==> config.mk <==
export PLATFORM = sky130hd
export DESIGN_NAME = caus_mul
export DESIGN_NICKNAME = d
export VERILOG_FILES = /design/src/rtl/caus_pkg.sv /design/src/rtl/caus_mul.sv
export SDC_FILE = /design/constraint.sdc
export NUM_CORES = 2
export LEC_CHECK = 0
export BUFFER_PORTS_ARGS = -buffer_cell sky130_fd_sc_hd__buf_2
export CORE_UTILIZATION = 45
export DETAILED_ROUTE_END_ITERATION = 8
export MAX_ROUTING_LAYER = met4
export SLEW_MARGIN = 20
export SYNTH_ARGS = -nofsm -noshare
export SYNTH_HDL_FRONTEND = slang
export SYNTH_SLANG_ARGS = --single-unit
==> constraint.sdc <==
create_clock -name clock -period 7.7 [get_ports clock]
set_input_delay 0 -clock clock [delete_from_list [all_inputs] [get_ports clock]]
set_output_delay 0 -clock clock [all_outputs]
set_load 0.01 [all_outputs]
==> src/rtl/caus_pkg.sv <==
`default_nettype none

package caus_pkg;

   // Default sizes of the uplink table and the destination leaf table.
   localparam int NUM_UPLINKS_DEFAULT     = 8;
   localparam int NUM_DEST_LEAVES_DEFAULT = 64;

   // Metrics are unsigned Q8.24.
   localparam int METRIC_W  = 32;
   localparam int INT_BITS  = 8;
   localparam int FRAC_BITS = 24;

   // Shared multiplier operand and product widths.
   localparam int MUL_A_W = 32;
   localparam int MUL_B_W = 20;
   localparam int MUL_P_W = MUL_A_W + MUL_B_W;

   // Divider widths: 8000 * bytes fits 45 bits, interval * rate fits 51 bits.
   localparam int DIV_NUM_W = 45;
   localparam int DIV_DEN_W = 51;

   // Products of a Q1.16 weight of at most one or a Q8.8 weight and a 32-bit metric fit 48 bits.
   localparam int WPROD_W = 48;

   localparam logic [16:0]        ONE_Q16    = 17'd65536;
   localparam logic [MUL_B_W-1:0] UTIL_SCALE = 20'd8000;
   localparam logic [MUL_B_W-1:0] RATE_SCALE = 20'd1000000;

   // Request operation codes.
   localparam logic [1:0] OP_SAMPLE   = 2'd0;
   localparam logic [1:0] OP_FEEDBACK = 2'd1;
   localparam logic [1:0] OP_QUERY    = 2'd2;

   // Configuration register indexes.
   localparam int CSR_INDEX_W = 3;
   localparam int CSR_DATA_W  = 19;
   localparam logic [CSR_INDEX_W-1:0] CSR_LINK_RATE     = 3'd0;
   localparam logic [CSR_INDEX_W-1:0] CSR_ALPHA_UTIL    = 3'd1;
   localparam logic [CSR_INDEX_W-1:0] CSR_ALPHA_QDELAY  = 3'd2;
   localparam logic [CSR_INDEX_W-1:0] CSR_WEIGHT_LOCAL  = 3'd3;
   localparam logic [CSR_INDEX_W-1:0] CSR_WEIGHT_REMOTE = 3'd4;

   localparam logic [18:0] LINK_RATE_RESET = 19'd10000;
   localparam logic [16:0] ALPHA_RESET     = 17'd6554;
   localparam logic [15:0] WEIGHT_RESET    = 16'd256;

   typedef struct packed {
      logic [1:0]  operation;
      logic [2:0]  uplink;
      logic [5:0]  dest_leaf;
      logic [31:0] dequeued_bytes;
      logic [31:0] interval_ns;
      logic [31:0] queue_bytes;
      logic [31:0] remote_metric;
   } req_payload_type;

   typedef struct packed {
      logic [2:0]  chosen_uplink;
      logic [31:0] best_local_metric;
      logic [31:0] best_combined_metric;
   } rsp_payload_type;

   typedef struct packed {
      logic [MUL_A_W-1:0] a;
      logic [MUL_B_W-1:0] b;
   } mul_op_type;

   typedef struct packed {
      logic                 start;
      logic [DIV_NUM_W-1:0] num;
      logic [DIV_DEN_W-1:0] den;
   } div_req_type;

   typedef struct packed {
      logic                done;
      logic [METRIC_W-1:0] quotient;
   } div_rsp_type;

endpackage

`default_nettype wire

==> src/rtl/caus_mul.sv <==
`default_nettype none

module caus_mul (
   input  wire logic                         clock,
   input  wire caus_pkg::mul_op_type         mul_op,
   output logic [caus_pkg::MUL_P_W-1:0]      mul_product
);

   localparam int P_W = caus_pkg::MUL_P_W;

   logic [P_W-1:0] product_ff;

   // The product of the operands presented in one cycle appears in the next.
   always_ff @(posedge clock) begin
      product_ff <= P_W'(mul_op.a) * P_W'(mul_op.b);
   end

   assign mul_product = product_ff;

endmodule

`default_nettype wire

==> qor.csv <==
metric;value;unit
status;finished, final reports clean;
drt_wl_total;55400;um
fp.dieH;221;um
fin_area;22600;um2
place_hpwl;45800;um
critPathTopFamily;adder cells;
cp-end-kind;register;
first_global_vias;17700;
grt_start_max_net_pins;33;
syn-cell-area;21600;um2
avgSynthCellArea;8.96;um2
io_pins;105;
cp.required;7.90;ns
drv_cap;0;
layout-area-overhead-vs-synth;4.60;%
min_path_type;input port to register;
grt_pass1_wl;91500;um
largest_reg_flops;52;
final_common_cell;inv_1;
wl_per_cell;18.4;um
path_max_fanout;32;
cts-root-buf;clkbuf_16;
rsz0062_at_grt;false;
crit_path_top_delay_cell;buf_2;
hold-path-endpoint;mul_product[0]$_DFF_P_;
synthCells;2410;
gp_congestion;0.900;
cts_made_buffers;5;
synth_fp_nets;3161;
drtIter0Drc;664;
fillers;4543;
gr-total-overflow;0;
worst_pin_slew;0.770;ns
grt_use_total;24.6;%
hp-start;mul_op[0];
ys_seq_area_share;4.82;%
io_buffers;104;
fin_cells;3007;
die_w;221;um
synthFlopType;dfxtp_1;
setup-tns-final;0;ns
cts_buffer_depth;2;
start_util;46.0;%
crit_top_cell;fa_1;
crit_type;input port to register;
fin_crit_sh;87.2;%
cts-hold-fix-buffers;0;
start_kind;input port;
detail-route-antenna-nets;0;
max_slew_margin;48.6;%
placedCellCount;2998;
placed_area;22400;um2
synth-seq-cells;52;
slew_viol_final;0;
dr.pass1.iters;7;
tritoncts;done;
rows;79;
vias_per_cell;5.25;
ys_warn_count;0;
path_buf_inv;4;
final_cell_mix;inv_1 (567), fa_1 (536), nand2_1 (381);
fmax;149;MHz
worstPathArrival;6.92;ns
dieArea;48900;um2
num_vias;15800;
crit_path_max_incr_delay;0.58;ns
synth_edf_count;0;
path_clk_slew;0.08;ns
hold_depth;2;
hold_violations;0;
setup_viol;0;
drive_gt1_share;5.63;%
cts.sinks;52;
antenna_found_initial;1;
cts_setup_buffers;0;
h-tree-depth;2;
ys_types;55;
crit_chain;buf_2 -> nand2_1 -> fa_1 -> fa_1 -> fa_1 -> fa_1 -> inv_1 -> fa_1 -> fa_1 -> inv_1 -> fa_1 -> inv_1 -> ha_1 -> nand2_1 -> o21ai_0 -> a2111oi_0 -> a21oi_2 -> a21oi_1 -> a21oi_2 -> mux2i_1 -> a2111oi_2;
ff_latch_area;1040;um2
coreArea;47000;um2
finalNetCount;3149;
synthArstFlopShare;0;%
multiInputGateArea;17900;um2
cts_resized;0;
period_minus_slack;6.72;ns
route.detailed.drc;0;
==> through the flow <==
step	util, %	hold slack, ns	worst slack, ns
floorplan	-	0.246	1.77
global placement	47.8	0.398	0.896
detailed placement	47.8	0.396	0.748
CTS	48.1	0.247	1.00
global route	48.1	0.260	0.616
finish	48.1	0.240	0.985
==> worst max-delay path by stage <==
stage,start,endpoint,slack [ns],cells after the start
3_3_place_gp,mul_op[3],mul_product[45]$_DFF_P_,0.90,22
3_5_place_dp,mul_op[6],mul_product[45]$_DFF_P_,0.75,21
4_1_cts,mul_op[3],mul_product[45]$_DFF_P_,1.00,22
5_1_grt,mul_op[3],mul_product[45]$_DFF_P_,0.62,22
6_report,mul_op[6],mul_product[45]$_DFF_P_,0.98,21
2_1_floorplan,mul_op[46],mul_product[50]$_DFF_P_,1.77,24
==> kinds of logic (layout without fill, tap and decap cells) <==
| group | Yosys count | count (layout) | synth area share [%] |
|---|---|---|---|
| buffers and inverters | 697 | 686 | 12.1 |
| other | 0 | 1 | 0 |
| flip-flops | 52 | 52 | 4.82 |
| AO/OA/AOI/OAI | 154 | 154 | 4.65 |
| multiplexers | 1 | 1 | 0.0463 |
| AND/OR/NAND/NOR | 758 | 758 | 17.3 |
| adder cells (fa/ha/maj) | 698 | 698 | 59.1 |
| XOR/XNOR | 50 | 50 | 2.03 |
==> area by class of cell <==
| type | instances | share of cell area, % |
|---|---|---|
| clock inverters | 3 | 0.122 |
| repair buffers | 111 | 2.54 |
| diodes | 1 | 0.0111 |
| inverters | 567 | 9.42 |
| clock buffers | 5 | 0.554 |
| well taps | 607 | 3.36 |
| flip-flops and latches | 52 | 4.61 |
| multi-input cells | 1661 | 79.4 |
==> cell usage after synthesis (9+ instances only) <==
master,n,share of area [%]
dfxtp_1,52,4.8
xor2_1,21,0.85
a21o_1,24,0.83
clkbuf_1,127,2.2
nand3_1,11,0.25
inv_1,567,9.9
nand2_1,381,6.6
and2_1,302,8.7
nand4_1,9,0.26
xnor2_1,29,1.2
fa_1,536,50
ha_1,162,9.4
a21oi_1,54,1.3
nor2_1,23,0.40
o21ai_0,25,0.58
==> routing by layer <==
metal / up-vias / track usage (%) / wire, um
met5: - / - / 0
met4: 0 / 11.9 / 2930
met3: 141 / 2.27 / 1880
met2: 414 / 44.2 / 30100
met1: 8290 / 27.4 / 20500
li1: 6946 / - / -
Power is left out: the tool's default activity adds up to more than one toggle a clock period on the data nets, which glitch-free logic cannot reach.
