<file path="src/rtl/caus_pkg.sv">
`default_nettype none

package caus_pkg;

   // Default sizes of the uplink table and the destination leaf table.
   localparam int NUM_UPLINKS_DEFAULT     = 8;
   localparam int NUM_DEST_LEAVES_DEFAULT = 64;

   // Metrics are unsigned Q8.24.
   localparam int METRIC_W  = 32;
   localparam int INT_BITS  = 8;
   localparam int FRAC_BITS = 24;

   // Shared multiplier operand and product widths.
   localparam int MUL_A_W = 32;
   localparam int MUL_B_W = 20;
   localparam int MUL_P_W = MUL_A_W + MUL_B_W;

   // Divider widths: 8000 * bytes fits 45 bits, interval * rate fits 51 bits.
   localparam int DIV_NUM_W = 45;
   localparam int DIV_DEN_W = 51;

   // Products of a Q1.16 weight of at most one or a Q8.8 weight and a 32-bit metric fit 48 bits.
   localparam int WPROD_W = 48;

   localparam logic [16:0]        ONE_Q16    = 17'd65536;
   localparam logic [MUL_B_W-1:0] UTIL_SCALE = 20'd8000;
   localparam logic [MUL_B_W-1:0] RATE_SCALE = 20'd1000000;

   // Request operation codes.
   localparam logic [1:0] OP_SAMPLE   = 2'd0;
   localparam logic [1:0] OP_FEEDBACK = 2'd1;
   localparam logic [1:0] OP_QUERY    = 2'd2;

   // Configuration register indexes.
   localparam int CSR_INDEX_W = 3;
   localparam int CSR_DATA_W  = 19;
   localparam logic [CSR_INDEX_W-1:0] CSR_LINK_RATE     = 3'd0;
   localparam logic [CSR_INDEX_W-1:0] CSR_ALPHA_UTIL    = 3'd1;
   localparam logic [CSR_INDEX_W-1:0] CSR_ALPHA_QDELAY  = 3'd2;
   localparam logic [CSR_INDEX_W-1:0] CSR_WEIGHT_LOCAL  = 3'd3;
   localparam logic [CSR_INDEX_W-1:0] CSR_WEIGHT_REMOTE = 3'd4;

   localparam logic [18:0] LINK_RATE_RESET = 19'd10000;
   localparam logic [16:0] ALPHA_RESET     = 17'd6554;
   localparam logic [15:0] WEIGHT_RESET    = 16'd256;

   typedef struct packed {
      logic [1:0]  operation;
      logic [2:0]  uplink;
      logic [5:0]  dest_leaf;
      logic [31:0] dequeued_bytes;
      logic [31:0] interval_ns;
      logic [31:0] queue_bytes;
      logic [31:0] remote_metric;
   } req_payload_type;

   typedef struct packed {
      logic [2:0]  chosen_uplink;
      logic [31:0] best_local_metric;
      logic [31:0] best_combined_metric;
   } rsp_payload_type;

   typedef struct packed {
      logic [MUL_A_W-1:0] a;
      logic [MUL_B_W-1:0] b;
   } mul_op_type;

   typedef struct packed {
      logic                 start;
      logic [DIV_NUM_W-1:0] num;
      logic [DIV_DEN_W-1:0] den;
   } div_req_type;

   typedef struct packed {
      logic                done;
      logic [METRIC_W-1:0] quotient;
   } div_rsp_type;

endpackage

`default_nettype wire

</file>
<file path="src/rtl/caus_div.sv">
`default_nettype none

module caus_div (
   input  wire logic                  clock,
   input  wire logic                  reset,
   input  wire caus_pkg::div_req_type div_req,
   output caus_pkg::div_rsp_type      div_rsp
);

   localparam int NW    = caus_pkg::DIV_NUM_W;
   localparam int DW    = caus_pkg::DIV_DEN_W;
   localparam int QW    = caus_pkg::METRIC_W;
   localparam int IB    = caus_pkg::INT_BITS;
   localparam int FB    = caus_pkg::FRAC_BITS;
   localparam int CNT_W = $clog2(QW);

   logic             busy_ff, busy_in;
   logic             check_ff, check_in;
   logic             done_ff, done_in;
   logic [CNT_W-1:0] cnt_ff, cnt_in;
   logic [DW-1:0]    rem_ff, rem_in;
   logic [QW-1:0]    low_ff, low_in;
   logic [DW-1:0]    den_ff, den_in;
   logic [QW-1:0]    quo_ff, quo_in;

   logic [DW:0]      trial;
   logic [DW:0]      diff;
   logic             fits;

   // Restoring division of num * 2^24 by den, one quotient bit per cycle.
   // The partial remainder starts at num / 256; if that already reaches den,
   // the quotient would not fit 32 bits and saturates.
   assign trial = {rem_ff, low_ff[QW-1]};
   assign diff  = trial - {1'b0, den_ff};
   assign fits  = ~diff[DW];

   // The done flag stays high from the end of a division until the next start,
   // so a caller that looks late still sees the finished quotient.
   always_comb begin
      busy_in  = busy_ff;
      check_in = check_ff;
      done_in  = done_ff;
      cnt_in   = cnt_ff;
      rem_in   = rem_ff;
      low_in   = low_ff;
      den_in   = den_ff;
      quo_in   = quo_ff;
      if (div_req.start) begin
         busy_in  = 1'b1;
         check_in = 1'b1;
         done_in  = 1'b0;
         cnt_in   = '0;
         rem_in   = DW'(div_req.num[NW-1:IB]);
         low_in   = {div_req.num[IB-1:0], {FB{1'b0}}};
         den_in   = div_req.den;
      end else if (busy_ff && check_ff) begin
         if (rem_ff >= den_ff) begin
            quo_in  = '1;
            busy_in = 1'b0;
            done_in = 1'b1;
         end else begin
            check_in = 1'b0;
         end
      end else if (busy_ff) begin
         if (fits) begin
            rem_in = diff[DW-1:0];
         end else begin
            rem_in = trial[DW-1:0];
         end
         low_in = {low_ff[QW-2:0], 1'b0};
         quo_in = {quo_ff[QW-2:0], fits};
         cnt_in = cnt_ff + 1'b1;
         if (cnt_ff == CNT_W'(QW - 1)) begin
            busy_in = 1'b0;
            done_in = 1'b1;
         end
      end
   end

   always_ff @(posedge clock) begin
      if (reset) begin
         busy_ff  <= 1'b0;
         check_ff <= 1'b0;
         done_ff  <= 1'b0;
         cnt_ff   <= '0;
      end else begin
         busy_ff  <= busy_in;
         check_ff <= check_in;
         done_ff  <= done_in;
         cnt_ff   <= cnt_in;
      end
      rem_ff <= rem_in;
      low_ff <= low_in;
      den_ff <= den_in;
      quo_ff <= quo_in;
   end

   assign div_rsp.done     = done_ff;
   assign div_rsp.quotient = quo_ff;

endmodule

`default_nettype wire

</file>
<file path="config.mk">
export PLATFORM = sky130hd
export DESIGN_NAME = caus_div
export DESIGN_NICKNAME = d
export VERILOG_FILES = /design/src/rtl/caus_pkg.sv /design/src/rtl/caus_div.sv
export SDC_FILE = /design/constraint.sdc
export NUM_CORES = 1
export LEC_CHECK = 0
export BUFFER_PORTS_ARGS = -buffer_cell sky130_fd_sc_hd__buf_2
export CAP_MARGIN = 20
export CORE_ASPECT_RATIO = 0.75
export CORE_MARGIN = 2
export CORE_UTILIZATION = 40
export CTS_CLUSTER_SIZE = 28
export DETAILED_ROUTE_END_ITERATION = 7
export SLEW_MARGIN = 5
export SYNTH_ARGS = -nofsm -noshare
export SYNTH_HDL_FRONTEND = slang
export SYNTH_SLANG_ARGS = --single-unit
</file>
<file path="constraint.sdc">
create_clock -name clock -period 4.3 [get_ports clock]
set_clock_uncertainty 0.2 [all_clocks]
set_input_delay 0.86 -clock clock [delete_from_list [all_inputs] [get_ports clock]]
set_output_delay 0.86 -clock clock [all_outputs]
set_load 0.03 [all_outputs]
</file>
==> reports/qor.yml <==
drive_gt1_share_pct: 17.2
portBuffers: 131
min_path_type: "reg2reg"
arrival_ns: 3.94
die_h_um: 143
dp_hpwl_um: 19700
crit_type: "reg2reg"
cp_max_fo: 11
wl_per_cell_um: 17.1
cts_made_buffers: 17
initial_utilization_pct: 41.1
min_to: "cnt_ff[4]"
grt_max_degree: 79
clock-root-buffer: "clkbuf_16"
syn_area_mm2: 0.0104
drtIter0Drc: 649
cts_tree: "done"
first_global_vias: 8104
cts_buffer_depth: 2
postRouteAntennaNets: 0
timing.rr.end: "rem_ff[15]"
multi_input_area_mm2: 0.00561
synthTopCellsByCount: "edfxtp_1 (128), ha_1 (104), a21oi_1 (100)"
slew_viol_final: 0
die_w_um: 190
drc: 0
combPwrFrac_pct: 30.2
dieArea_mm2: 0.0272
status: "finished, final reports clean"
hp-start: "cnt_ff[4]"
cts.htree.levels: 4
fill_cells: 2394
synth_edf_count: 128
vdd_drop_max_v: 0.000294
worst-r2r-setup-slack_ns: 0.35
synth_ff_type: "edfxtp_1"
cp-startpoint: "rem_ff[25]"
power_leakage_nw: 5.16
finalHoldViolCount: 0
grt_pass1_wl_um: 42400
power_density_mw_per_mm2: 400
layout_setup_ws_ns: 0.347
synth.avg_cell_area_um2: 9.69
p_seq_share_pct: 37.6
gp_congestion: 0.905
syn_nets: 1273
finalSetupViolCount: 0
p_sw_mw: 1.66
routed_via_density: 5.46
area.growth.synth_to_final_pct: 15.5
clock_latency_ns: 0.44
rsz0062_at_grt: "no"
finalCritPeriodShare_pct: 91.9
reg2reg_depth: 10
ys_seq_elements: 150
yosys-top-cells-area: "edfxtp_1 (37%), ha_1 (13%), a21oi_1 (4.8%), dfxtp_1 (4.3%), o21ai_0 (3.8%)"
power_mw: 4.79
ys_seq_area_share_pct: 41.4
core_mm2: 0.0252
grtUsageTotal_pct: 19.8
syn_inst: 1069
layout.nets: 1394
synth_top_area_share_pct: 37.1
intPower_mw: 3.13
drt_wl_total_um: 26400
regArea_mm2: 0.00428
antenna_found_initial: 1
async_reset_ff_share_pct: 0
period_minus_slack_ns: 3.95
dr.pass1.iters: 5
clkSinkCount: 150
gr-total-overflow: 0
cp-start-kind: "flip-flop"
maxSlewHeadroom_pct: 37.0
io-pin-count: 132
setup_tns_ns: 0
pre_cts_slack_ns: 0.364
crit_required_ns: 4.29
synth_most_common_cell: "edfxtp_1"
sw_frac_of_total_pct: 34.6
num_rows: 50
r2r_start: "rem_ff[25]"
fin_util_pct: 47.5
worstSetupEndpointType: "flip-flop"
synth_cell_types: 63
synth_area_leader_cell: "edfxtp_1"
drv_cap: 0
max_freq_mhz: 253
synth_warnings: 0
clkTransAtPathRegs_ns: 0.08
hold-path-cell-count: 2
num_vias: 8415
worst_pin_slew_ns: 0.937
clkPwrFrac_pct: 32.2
==> power by group through the flow <==
stage | Combinational [mW] | Sequential, mW | Clock, mW
global route | 1.61 | 1.81 | 1.63
CTS | 1.43 | 1.80 | 1.59
floorplan | 1.03 | 1.83 | 0
detailed placement | 1.42 | 1.83 | 0
global placement | 1.41 | 1.83 | 0
finish | 1.45 | 1.80 | 1.54
==> cells by family (layout without fill, tap and decap cells) <==
logic type      after synthesis  count (layout)  share of synthesized area, %
compound gates              316             316                          19.1
xor+xnor                     31              31                          2.62
fa+ha+maj                   105             105                          12.8
buf+inv                     117             251                          4.62
flops                       150             150                          41.4
mux                          47              47                          4.80
other cells                   0               1                             0
simple gates                303             303                          14.8
==> critical path, stage by stage, from the launching register on <==
cell	delay, ns
edfxtp_1	0.42
ha_1	0.47
nand4_1	0.20
or3_4	0.42
or3_4	0.35
nor4_2	0.21
o21ai_1	0.15
nand4_1	0.17
and3_2	0.47
mux2_2	0.38
mux2_2	0.27
==> sequential cells by signal, summed over array words and instances (netlist names) <==
signal,flops
busy_ff,1
check_ff,1
cnt_ff,5
den_ff,51
done_ff,1
low_ff,8
quo_ff,32
rem_ff,51
==> routing by layer <==
metal | vias to the layer above | GRT usage (%) | wire length [um] | part of all wire, %
li1 | 4208 | - | - | -
met1 | 3953 | 30.3 | 14100 | 53
met2 | 226 | 28.1 | 10600 | 40
met3 | 28 | 3.93 | 1300 | 4.9
met4 | 0 | 5.71 | 369 | 1.4
met5 | - | 0 | 0 | 0
==> metrics by stage <==
step / cells / hold slack (ns) / cell area, um2
finish: 1542 / 0.274 / 12000
global route: 1541 / 0.302 / 12000
CTS: 1541 / 0.274 / 12000
detailed placement: 1509 / 0.265 / 11400
global placement: 1509 / 0.247 / 11400
floorplan: 1069 / 0.241 / 10400
==> worst max path at each step <==
stage | cells past startpoint | to | slack (ns)
finish | 10 | rem_ff[15] | 0.35
global route | 11 | rem_ff[24] | 0.05
CTS | 11 | rem_ff[18] | 0.37
detailed placement | 11 | rem_ff[18] | 0.36
global placement | 11 | rem_ff[24] | 0.47
floorplan | 13 | rem_ff[29] | 0.71
==> layout by cell type (no fill, tap or decap), types with 15 or more instances in the layout <==
| master | n |
|---|---|
| inv_1 | 70 |
| mux2_2 | 17 |
| ha_1 | 104 |
| buf_2 | 130 |
| edfxtp_1 | 128 |
| mux2i_1 | 29 |
| xor2_1 | 16 |
| dfxtp_1 | 22 |
| o21ai_0 | 79 |
| clkbuf_16 | 17 |
| a21oi_1 | 100 |
| nor2_1 | 51 |
| xnor2_1 | 15 |
| nand2b_1 | 40 |
| nand3_1 | 26 |
| nand2_1 | 93 |
| buf_4 | 18 |
| a21o_1 | 47 |
| a211oi_1 | 15 |
| nand4_1 | 24 |
==> area by class of cell <==
class / count / area share, %
inverters: 70 / 2.20
well taps: 338 / 3.53
diodes: 1 / 0.0209
flip-flops and latches: 150 / 35.8
clock buffers: 18 / 3.59
clock inverters: 14 / 1.29
multi-input cells: 802 / 46.8
repair buffers: 149 / 6.73
==> timing repair <==
| item | 4_1_cts | 5_1_grt |
|---|---|---|
| hold buffers | 0 | 0 |
| setup endpoints to repair | 0 | 3 |
| setup buffers | 0 | 0 |
| resized for setup | 0 | 1 |
No activity file was read; power rests on OpenSTA's default activity.
